## src/rtl/dttp_pkg.sv

```systemverilog
// Package with the phase encoding, character codes and range limits of the date/time parser.
`timescale 1ns / 1ps

package dttp_pkg;

    // Parse phase, one-hot encoded.
    typedef enum logic [8:0] {
        PH_IDLE    = 9'b0_0000_0001,
        PH_MONTH   = 9'b0_0000_0010,
        PH_DAY     = 9'b0_0000_0100,
        PH_YEAR    = 9'b0_0000_1000,
        PH_HOUR    = 9'b0_0001_0000,
        PH_MINUTE  = 9'b0_0010_0000,
        PH_SECOND  = 9'b0_0100_0000,
        PH_MERID   = 9'b0_1000_0000,
        PH_MSUFFIX = 9'b1_0000_0000
    } t_phase;

    // Character codes.
    localparam logic [7:0] CH_NUL   = 8'h00;
    localparam logic [7:0] CH_SPACE = 8'h20;
    localparam logic [7:0] CH_COMMA = 8'h2C;
    localparam logic [7:0] CH_DOT   = 8'h2E;
    localparam logic [7:0] CH_SLASH = 8'h2F;
    localparam logic [7:0] CH_ZERO  = 8'h30;
    localparam logic [7:0] CH_NINE  = 8'h39;
    localparam logic [7:0] CH_COLON = 8'h3A;
    localparam logic [7:0] CH_UP_A  = 8'h41;
    localparam logic [7:0] CH_UP_M  = 8'h4D;
    localparam logic [7:0] CH_UP_P  = 8'h50;

    // Range limits and year and hour adjustments.
    localparam logic [7:0] MONTH_MAX   = 8'd12;
    localparam logic [7:0] DAY_MAX     = 8'd31;
    localparam logic [7:0] HOUR_MAX    = 8'd23;
    localparam logic [7:0] MINSEC_MAX  = 8'd59;
    localparam logic [7:0] YEAR_PIVOT  = 8'd80;
    localparam logic [7:0] YEAR_OFFSET = 8'd100;
    localparam logic [7:0] PM_OFFSET   = 8'd12;

endpackage

```

## src/rtl/date_time_text_parser.sv

```systemverilog
// Top level of the date/time text parser: one character per transfer, one result per parse.
// A result is loaded into the output register when the character that ends the parse is
// accepted. Throughput: one character per cycle when not stalled; each character makes at
// most one multiply-by-ten accumulate or field update, plus a phase step. The input stalls
// only while a result waits. Reset (synchronous, active low) returns the parser to idle,
// clears all fields and empties the output register.
`timescale 1ns / 1ps

module date_time_text_parser (
    input  logic        i_clk,
    input  logic        i_rst_n,
    // Input channel
    input  logic        s_axis_tvalid,
    output logic        s_axis_tready,
    input  logic [7:0]  s_axis_tdata,   // [7:0] char_in
    input  logic [0:0]  s_axis_tuser,   // [0] start_req
    // Result channel
    output logic        m_axis_tvalid,
    input  logic        m_axis_tready,
    output logic [47:0] m_axis_tdata,   // [7:0] month, [15:8] day, [23:16] year,
                                        // [31:24] hour, [39:32] minute, [47:40] second
    output logic [1:0]  m_axis_tuser    // [0] parse_error, [1] stop_unconsumed
);

    // Parser state.
    dttp_pkg::t_phase r_phase, n_phase;
    logic       r_seen, n_seen;
    logic [7:0] r_acc, n_acc;
    logic [7:0] r_month, n_month;
    logic [7:0] r_day, n_day;
    logic [7:0] r_year, n_year;
    logic [7:0] r_hour, n_hour;
    logic [7:0] r_minute, n_minute;
    logic [7:0] r_second, n_second;

    // Output register.
    logic        r_out_valid;
    logic [47:0] r_out_data;
    logic [1:0]  r_out_user;

    // Working values for this character.
    logic             accept;
    logic             start;
    logic [7:0]       ch;
    dttp_pkg::t_phase w_phase;
    logic             w_seen;
    logic [7:0]       w_acc;
    logic             is_digit;
    logic             num_char;
    logic [7:0]       acc_next;
    logic [7:0]       hour_pm;
    logic             fin;
    logic             fin_err;
    logic             fin_unc;

    // A new character is taken whenever the output register is free or being drained.
    assign s_axis_tready = !r_out_valid || m_axis_tready;
    assign accept        = s_axis_tvalid && s_axis_tready;
    assign start         = s_axis_tuser[0];
    assign ch            = s_axis_tdata;

    assign m_axis_tvalid = r_out_valid;
    assign m_axis_tdata  = r_out_data;
    assign m_axis_tuser  = r_out_user;

    // Start clears the number in progress; the phase jumps to the month.
    assign w_phase  = start ? dttp_pkg::PH_MONTH : r_phase;
    assign w_seen   = start ? 1'b0 : r_seen;
    assign w_acc    = start ? 8'd0 : r_acc;

    // Number accumulation: leading spaces are skipped, digits accumulate modulo 256.
    assign is_digit = (ch >= dttp_pkg::CH_ZERO) && (ch <= dttp_pkg::CH_NINE);
    assign num_char = is_digit || (!w_seen && (ch == dttp_pkg::CH_SPACE));
    assign acc_next = {w_acc[4:0], 3'b000} + {w_acc[6:0], 1'b0} + (ch - dttp_pkg::CH_ZERO);

    // Next-state logic for one accepted character.
    always_comb begin
        n_phase  = w_phase;
        n_seen   = w_seen;
        n_acc    = w_acc;
        n_month  = start ? 8'd0 : r_month;
        n_day    = start ? 8'd0 : r_day;
        n_year   = start ? 8'd0 : r_year;
        n_hour   = start ? 8'd0 : r_hour;
        n_minute = start ? 8'd0 : r_minute;
        n_second = start ? 8'd0 : r_second;
        hour_pm  = n_hour + dttp_pkg::PM_OFFSET;
        fin      = 1'b0;
        fin_err  = 1'b0;
        fin_unc  = 1'b0;

        case (w_phase)
            dttp_pkg::PH_MONTH,
            dttp_pkg::PH_DAY,
            dttp_pkg::PH_YEAR,
            dttp_pkg::PH_HOUR,
            dttp_pkg::PH_MINUTE,
            dttp_pkg::PH_SECOND: begin
                if (num_char) begin
                    if (is_digit) begin
                        n_acc  = acc_next;
                        n_seen = 1'b1;
                    end
                end else begin
                    // The number ends here; the character is its delimiter.
                    n_acc  = 8'd0;
                    n_seen = 1'b0;
                    case (w_phase)
                        dttp_pkg::PH_MONTH: begin
                            n_month = w_acc;
                            if (w_acc > dttp_pkg::MONTH_MAX || ch != dttp_pkg::CH_SLASH) begin
                                fin     = 1'b1;
                                fin_err = 1'b1;
                            end else begin
                                n_phase = dttp_pkg::PH_DAY;
                            end
                        end
                        dttp_pkg::PH_DAY: begin
                            n_day = w_acc;
                            if (w_acc > dttp_pkg::DAY_MAX || ch != dttp_pkg::CH_SLASH) begin
                                fin     = 1'b1;
                                fin_err = 1'b1;
                            end else begin
                                n_phase = dttp_pkg::PH_YEAR;
                            end
                        end
                        dttp_pkg::PH_YEAR: begin
                            n_year = (w_acc < dttp_pkg::YEAR_PIVOT) ?
                                     w_acc + dttp_pkg::YEAR_OFFSET : w_acc;
                            if (ch == dttp_pkg::CH_NUL || ch == dttp_pkg::CH_COMMA) begin
                                fin     = 1'b1;
                                fin_unc = 1'b1;
                            end else if (ch != dttp_pkg::CH_SPACE) begin
                                fin     = 1'b1;
                                fin_err = 1'b1;
                            end else begin
                                n_phase = dttp_pkg::PH_HOUR;
                            end
                        end
                        dttp_pkg::PH_HOUR: begin
                            n_hour = w_acc;
                            if (w_acc > dttp_pkg::HOUR_MAX ||
                                (ch != dttp_pkg::CH_COLON && ch != dttp_pkg::CH_DOT)) begin
                                fin     = 1'b1;
                                fin_err = 1'b1;
                            end else begin
                                n_phase = dttp_pkg::PH_MINUTE;
                            end
                        end
                        dttp_pkg::PH_MINUTE: begin
                            n_minute = w_acc;
                            if (w_acc > dttp_pkg::MINSEC_MAX) begin
                                fin     = 1'b1;
                                fin_err = 1'b1;
                            end else if (ch == dttp_pkg::CH_COLON || ch == dttp_pkg::CH_DOT) begin
                                n_phase = dttp_pkg::PH_SECOND;
                            end else if (ch == dttp_pkg::CH_SPACE) begin
                                n_phase = dttp_pkg::PH_MERID;
                            end else if (ch == dttp_pkg::CH_COMMA || ch == dttp_pkg::CH_NUL) begin
                                fin     = 1'b1;
                                fin_unc = 1'b1;
                            end else begin
                                fin     = 1'b1;
                                fin_err = 1'b1;
                            end
                        end
                        default: begin
                            // Seconds field.
                            n_second = w_acc;
                            if (w_acc > dttp_pkg::MINSEC_MAX || ch != dttp_pkg::CH_SPACE) begin
                                fin     = 1'b1;
                                fin_err = 1'b1;
                            end else begin
                                n_phase = dttp_pkg::PH_MERID;
                            end
                        end
                    endcase
                end
            end
            dttp_pkg::PH_MERID: begin
                // PM moves the hour to 24-hour form; the hour is then checked again.
                if (ch == dttp_pkg::CH_UP_P) begin
                    n_hour = hour_pm;
                    if (hour_pm > dttp_pkg::HOUR_MAX) begin
                        fin     = 1'b1;
                        fin_err = 1'b1;
                    end else begin
                        n_phase = dttp_pkg::PH_MSUFFIX;
                    end
                end else if (ch != dttp_pkg::CH_UP_A || n_hour > dttp_pkg::HOUR_MAX) begin
                    fin     = 1'b1;
                    fin_err = 1'b1;
                end else begin
                    n_phase = dttp_pkg::PH_MSUFFIX;
                end
            end
            dttp_pkg::PH_MSUFFIX: begin
                fin     = 1'b1;
                fin_err = (ch != dttp_pkg::CH_UP_M);
            end
            default: begin
                // Idle, and any code without meaning, ignores the character.
                n_phase = dttp_pkg::PH_IDLE;
            end
        endcase

        if (fin) begin
            n_phase = dttp_pkg::PH_IDLE;
        end
    end

    // Parser state registers.
    always_ff @(posedge i_clk) begin
        if (!i_rst_n) begin
            r_phase  <= dttp_pkg::PH_IDLE;
            r_seen   <= 1'b0;
            r_acc    <= 8'd0;
            r_month  <= 8'd0;
            r_day    <= 8'd0;
            r_year   <= 8'd0;
            r_hour   <= 8'd0;
            r_minute <= 8'd0;
            r_second <= 8'd0;
        end else if (accept) begin
            r_phase  <= n_phase;
            r_seen   <= n_seen;
            r_acc    <= n_acc;
            r_month  <= n_month;
            r_day    <= n_day;
            r_year   <= n_year;
            r_hour   <= n_hour;
            r_minute <= n_minute;
            r_second <= n_second;
        end
    end

    // Output register valid flag: set by a finishing character, cleared by a result transfer.
    always_ff @(posedge i_clk) begin
        if (!i_rst_n) begin
            r_out_valid <= 1'b0;
        end else if (accept && fin) begin
            r_out_valid <= 1'b1;
        end else if (m_axis_tready) begin
            r_out_valid <= 1'b0;
        end
    end

    // Output payload, loaded when a parse ends.
    always_ff @(posedge i_clk) begin
        if (accept && fin) begin
            r_out_data <= {n_second, n_minute, n_hour, n_year, n_day, n_month};
            r_out_user <= {fin_unc, fin_err};
        end
    end

endmodule

```

## config.mk

```make
export PLATFORM = sky130hd
export DESIGN_NAME = date_time_text_parser
export DESIGN_NICKNAME = d
export VERILOG_FILES = /design/src/rtl/dttp_pkg.sv /design/src/rtl/date_time_text_parser.sv
export SDC_FILE = /design/constraint.sdc
export NUM_CORES = 1
export LEC_CHECK = 0
export BUFFER_PORTS_ARGS = -buffer_cell sky130_fd_sc_hd__buf_2
export CAP_MARGIN = 20
export CORE_ASPECT_RATIO = 0.8
export CORE_MARGIN = 2
export CORE_UTILIZATION = 35
export DETAILED_ROUTE_END_ITERATION = 8
export HOLD_SLACK_MARGIN = 0.03
export PLACE_DENSITY = 0.49
export SLEW_MARGIN = 20
export SYNTH_ARGS = -nofsm -noshare
export SYNTH_HDL_FRONTEND = slang
export SYNTH_SLANG_ARGS = --single-unit
```

## constraint.sdc

```tcl
create_clock -name i_clk -period 5.7 [get_ports i_clk]
set_input_delay 0 -clock i_clk [delete_from_list [all_inputs] [get_ports i_clk]]
set_output_delay 0 -clock i_clk [all_outputs]
set_load 0.01 [all_outputs]
```

==> results of run 1 <==
## Yosys cell counts (all sizes together), types with 4 or more instances
master / number / share of area [%]
a211oi: 6 / 0.98
a21boi: 13 / 1.5
a21o: 9 / 1.1
a21oi: 33 / 2.8
a22o: 31 / 4.3
a31oi: 4 / 0.63
a32o: 4 / 0.63
and2: 5 / 0.49
and3: 4 / 0.39
buf: 19 / 1.8
clkbuf: 28 / 1.6
dfxtp: 67 / 21
edfxtp: 50 / 24
ha: 16 / 3.1
inv: 19 / 1.1
mux2i: 30 / 4.7
nand2: 50 / 3.0
nand2b: 4 / 0.39
nand3: 30 / 2.4
nand4: 9 / 0.88
nor2: 59 / 3.7
nor2b: 12 / 1.2
nor3: 15 / 1.3
nor4: 9 / 1.2
o21ai: 42 / 3.6
o21ba: 4 / 0.63
o22ai: 6 / 0.59
or3: 4 / 0.39
xnor2: 8 / 1.1
xor2: 10 / 1.4
## cells in the final DEF (no fill, tap or decap), drive strengths merged, types with 10 or more instances in the layout
cell / n
clkbuf: 17
nand3: 30
mux2i: 30
nor2: 59
nor2b: 12
a21boi: 13
nand2: 50
inv: 26
xor2: 10
dfxtp: 67
buf: 71
ha: 16
edfxtp: 50
nor3: 15
a22o: 31
a21oi: 33
o21ai: 42
## critical path: cells and delay by family, from the launching register on
family          cells  cell delay (ns)
compound gates      4             0.56
xor+xnor            3             0.57
fa+ha+maj           3             1.12
buf+inv             1             0.07
flops               1             0.76
simple gates        1             0.43
## per-stage QoR
step / area, µm² / setup slack, ns
2_1_floorplan: 6371 / 1.289
3_3_place_gp: 6809 / 2.020
3_5_place_dp: 6809 / 1.814
4_1_cts: 7457 / 1.944
5_1_grt: 7477 / 2.015
6_report: 7477 / 2.083
## path summary, 6_finish.rpt
check	start	to	slack [ns]	depth (start not counted)
min	s_axis_tdata[1]	r_acc[1]	0.11	3
min reg2reg	r_month[1]	r_month[1]	0.45	2
max	r_acc[0]	r_acc[7]	2.08	12
max reg2reg	r_acc[0]	r_acc[7]	2.08	12
## flip-flops by register name (all words and copies together) (netlist names)
signal and count:
r_month 8, r_year 8, r_day 8, r_hour 8, r_second 8, r_phase 9
m_axis_tvalid 1, r_seen 1, m_axis_tdata 48, m_axis_tuser 2, r_acc 8, r_minute 8
## cells by family after synthesis
logic type | synth area share [%]
and+or+nand+nor | 17.85
muxes | 4.713
xor gates and xnor gates | 2.474
buffers and inverters | 4.615
AOI/OAI and AO/OA | 21.96
adders and majority gates | 3.771
DFF | 44.62
## final cells by class
type / instances / area, µm²
inverters: 19 / 71.32
well taps: 230 / 287.8
multi-input cells: 474 / 3242
fillers: 1741 / 10530
clock buffers: 17 / 425.4
clock inverters: 15 / 192.7
flip-flops and latches: 117 / 2843
repair buffers: 74 / 415.4
## report_power, final
group	leakage [nW]	internal [mW]	switching, mW	total [mW]
sequential	1.03	0.887	0.00768	0.895
clock	0.302	0.700	0.425	1.12
combinational	1.57	0.0470	0.106	0.153
total	2.90	1.63	0.539	2.17
## metal layers
| metal | vias up | global-route usage [%] | share of wire, % |
|---|---|---|---|
| li1 | 2539 | - | - |
| met1 | 2657 | 30.88 | 50 |
| met2 | 252 | 27.97 | 41 |
| met3 | 10 | 5.045 | 7.4 |
| met4 | 0 | 5.501 | 0.79 |
| met5 | - | 0 | 0 |
==> results by group, run 1 <==
Clock tree
  – Clk Latency, worst-skew pair: 0.42 ns
  – Maximum clock path buffer count: 2
  – Hold buffer count at CTS: 3
  – Number of buffers added by the clock tree synthesis step: 17
  – TritonCTS clock tree: done
  – Sink count of the clock tree: 117
  – H-tree lvl count: 4
  – Buffer cell driving the clock tree root: clkbuf_16
  – Post-CTS Setup Inserts: 0
  – Clock-pin transition on the worst setup and hold timing paths: 0.06 ns
  – Post-CTS resize count: 0

STA
  – Headroom to the max-slew limit: 27.61%
  – Setup tns final: 0 ns
  – Ratio of final minimum period to clock period: 63.45%
  – Final Max Slew Viols: 0
  – Number of failing hold endpoints at the final stage: 0
  – Max Clk Rate: 276.5 MHz
  – Slew at the pin with the worst max-slew slack: 1.078 ns
  – Final Hold Slack: 0.1075 ns
  – Setup Skew: 0.01715 ns
  – Setup violators final: 0
  – Final Critical Period: 3.617 ns
  – Setup repair after global routing missed its margin: false

Synthesis
  – Synthesized area: 0.006371 mm²
  – Distinct cell type count after synthesis: 81
  – Predominant post-synthesis flop cell: dfxtp_1
  – Register bit total from synthesis: 117
  – Synthesized area per cell: 9.697 µm²
  – Post-synth EDFFs: 50
  – Post-synthesis net count: 688
  – Gate Count Post-Synth: 657
  – Portion of the post-synthesis area used by sequential elements: 44.62%
  – Share of synthesized flip-flops with an asynchronous set or reset: 0%
  – Yosys warns: 0

Finish
  – Finished Core Util: 41.53%
  – Antenna Diode Count: 0
  – Proportion of layout cells with a drive suffix above 1: 18.30%
  – Final standard cell count with taps included and fillers excluded: 946
  – Post-synthesis to final-layout area growth: 17.36%
  – NumNets Final: 734

Floorplan
  – Placeable core region: 0.01800 mm²
  – Die ar.: 0.01931 mm²
  – Initial Utilization: 35.39%
  – Ports: 65
  – Horiz. Die Dim: 154.8 µm
  – Die span in y: 124.7 µm
  – Row count: 44

Power
  – Power density over the cells: 290.6 mW/mm²
  – Worst-case vdd ir drop: 0.2248 mV
  – Design Power: 2.173 mW
  – Leakage power summed over all cells: 2.902 nW

Global route
  – Vias in the first global route: 5,090
  – Total congestion overflow: 0
  – Pin count of the biggest net entering global routing: 74
  – Total Routing Usage GR: 20.20%
  – Global-route wire length before repair: 29,710 µm
  – Initial antenna violation count: 0

Routing
  – Routed via count divided by cell count: 5.770
  – Remaining antenna violation count after routing: 0
  – Post-route DRC: 0
  – Via count of the routed design: 5,458
  – Final routed wire length divided by cell count: 20.56 µm
  – Wire length after detailed routing: 19,450 µm
  – DR iter-0 viols: 574
  – Pre-Repair DR Iteration Count: 5

Setup path
  – Largest stage delay on the critical path: 0.76 ns
  – Arrival time worst endpoint: 3.91 ns
  – Endpoint kind of the worst setup timing path: register
  – Startpoint type of the worst setup path: register
  – Cell repeated most along the worst path: xnor2_1
  – Worst path slowest cell: dfxtp_1
  – Worst endpoint required time: 5.99 ns
  – Crit-path max FO: 13
  – Crit path cell chain: nor2b_1 -> ha_1 -> a21o_1 -> ha_1 -> xnor2_1 -> fa_1 -> inv_1 -> a21o_1 -> a21oi_1 -> xnor2_1 -> xnor2_1 -> a22o_1
  – Type of the setup path with the least slack: reg -> reg

Outcome
  – Run status: complete, no violations

Placement
  – Gpl congestion: 0.9157
  – Half-perimeter wire length after detailed placement: 13,160 µm
  – Placed cell count: 910
  – Port bufs: 64

Min path
  – Hold/Removal Path Class: in -> reg

Job
  – Count of maximum capacitance violations: 0
Note: power is estimated with default switching activity, not from simulation.
==> run 2, diff against run 1 <==
clock period = 3.4 ns   (was 5.7 ns; I/O delays follow)
==> run 2 against run 1 <==
Compared with the run above:
- combinational power up 78%
- routed wire length rose by 1.5%
- flip-flop and latch count is the same
- core utilization up 1.1 points
- final area grew 2.6%
- critical endpoint is now m_axis_tvalid
- largest power group unchanged
==> results by group, run 2 (synthesis gave the netlist of run 1 again) <==
Setup path
  – Crit-path max FO: 17
  – Arrival time worst endpoint: 3.50 ns
  – Worst endpoint required time: 3.70 ns
  – Startpoint type of the worst setup path: primary input
  – Type of the setup path with the least slack: in -> reg
  – Endpoint kind of the worst setup timing path: register

Finish
  – Antenna Diode Count: 0
  – Post-synthesis to final-layout area growth: 20.37%
  – Proportion of layout cells with a drive suffix above 1: 20.92%
  – NumNets Final: 759
  – Final standard cell count with taps included and fillers excluded: 971
  – Most frequent standard cell in the layout excluding fill and tap cells: dfxtp_1
  – Leading cell types in the layout, fill and taps excluded: 67 x dfxtp_1, 64 x buf_2, 55 x nor2_1
  – Max FFs per register: 48

Global route
  – Initial antenna violation count: 0
  – Pin count of the biggest net entering global routing: 34
  – Global-route wire length before repair: 30,690 µm
  – Total Routing Usage GR: 20.95%
  – Vias in the first global route: 5,193
  – Total congestion overflow: 0

Routing
  – Wire length after detailed routing: 19,740 µm
  – Pre-Repair DR Iteration Count: 5
  – Remaining antenna violation count after routing: 0
  – Post-route DRC: 0
  – DR iter-0 viols: 427
  – Final routed wire length divided by cell count: 20.33 µm
  – Routed via count divided by cell count: 5.643
  – Via count of the routed design: 5,479

Floorplan
  – Die ar.: 0.01931 mm²
  – Horiz. Die Dim: 154.8 µm
  – Placeable core region: 0.01800 mm²
  – Ports: 65
  – Row count: 44
  – Die span in y: 124.7 µm
  – Initial Utilization: 35.39%

STA
  – Setup repair after global routing missed its margin: false
  – Headroom to the max-slew limit: 38.92%
  – Final Max Slew Viols: 0
  – Ratio of final minimum period to clock period: 93.93%
  – Slew at the pin with the worst max-slew slack: 0.9043 ns
  – Final Hold Slack: 0.1092 ns
  – Setup Skew: 0.009056 ns
  – Max Clk Rate: 313.1 MHz
  – Setup slack of the critical path after layout: 0.2064 ns
  – Final Critical Period: 3.194 ns
  – Setup violators final: 0
  – Setup tns final: 0 ns
  – Number of failing hold endpoints at the final stage: 0

Clock tree
  – Maximum clock path buffer count: 2
  – Number of buffers added by the clock tree synthesis step: 17
  – Buffer cell driving the clock tree root: clkbuf_16
  – Sink count of the clock tree: 117
  – Clk Latency, worst-skew pair: 0.42 ns
  – TritonCTS clock tree: done
  – Post-CTS Setup Inserts: 0
  – H-tree lvl count: 4
  – Clock-pin transition on the worst setup and hold timing paths: 0.06 ns
  – Post-CTS resize count: 0
  – Hold buffer count at CTS: 4

Placement
  – Gpl congestion: 0.8899
  – Placed cell count: 935
  – Port bufs: 64
  – Half-perimeter wire length after detailed placement: 13,850 µm
  – Worst Setup Slack post-DPL: 0.4789 ns

Power
  – Worst-case vdd ir drop: 0.2894 mV
  – Leakage power summed over all cells: 3.024 nW
  – Power density over the cells: 471.2 mW/mm²

Job
  – Count of maximum capacitance violations: 0

Min path
  – Hold/Removal Path Class: in -> reg

Outcome
  – Run status: complete, no violations
-- run 2: routing by layer --
metal | vias up | track usage (%) | routed length, µm
met5 | - | 0 | 0
met4 | 0 | 6.318 | 264
met3 | 21 | 5.045 | 1430
met2 | 204 | 29.54 | 8239
met1 | 2657 | 31.50 | 9802
li1 | 2597 | - | -
-- run 2: cell type report --
type / instances / area (µm²)
well taps: 230 / 287.8
fillers: 1743 / 10330
clock inverters: 13 / 142.6
multi-input cells: 474 / 3242
repair buffers: 99 / 618.1
inverters: 19 / 71.32
clock buffers: 19 / 464.2
flip-flops and latches: 117 / 2843
-- run 2: per-stage QoR --
step	total power, mW	util, %	area (µm²)
4_1_cts	3.644	42.60	7669
3_3_place_gp	1.794	39.00	7022
5_1_grt	3.727	42.60	7669
3_5_place_dp	1.796	39.00	7022
2_1_floorplan	1.694	-	6379
6_report	3.613	42.60	7669
-- run 2: critical path, stage by stage --
cell and delay, ns:
dlygate4sd3_1 0.53, buf_2 0.20, or4_4 0.55, a211o_1 0.30
a21o_1 0.43, o21ai_0 0.30, a31oi_4 0.06, buf_4 0.16
o21ai_0 0.26, a21boi_0 0.13, dlygate4sd3_1 0.57
-- run 2: power by group --
group | internal, mW | switching (mW)
sequential | 1.49 | 0.0118
combinational | 0.0902 | 0.182
clock | 1.15 | 0.694
total | 2.73 | 0.887
-- run 2: worst paths after layout --
path                                 startpoint             to  slack [ns]  cells past startpoint
worst max-delay path            s_axis_tdata[0]  m_axis_tvalid        0.21                     11
worst max register to register        r_hour[2]  m_axis_tvalid        0.41                      9
worst min-delay path            s_axis_tdata[1]       r_acc[1]        0.11                      3
worst min register to register       r_month[4]     r_month[4]        0.45                      2
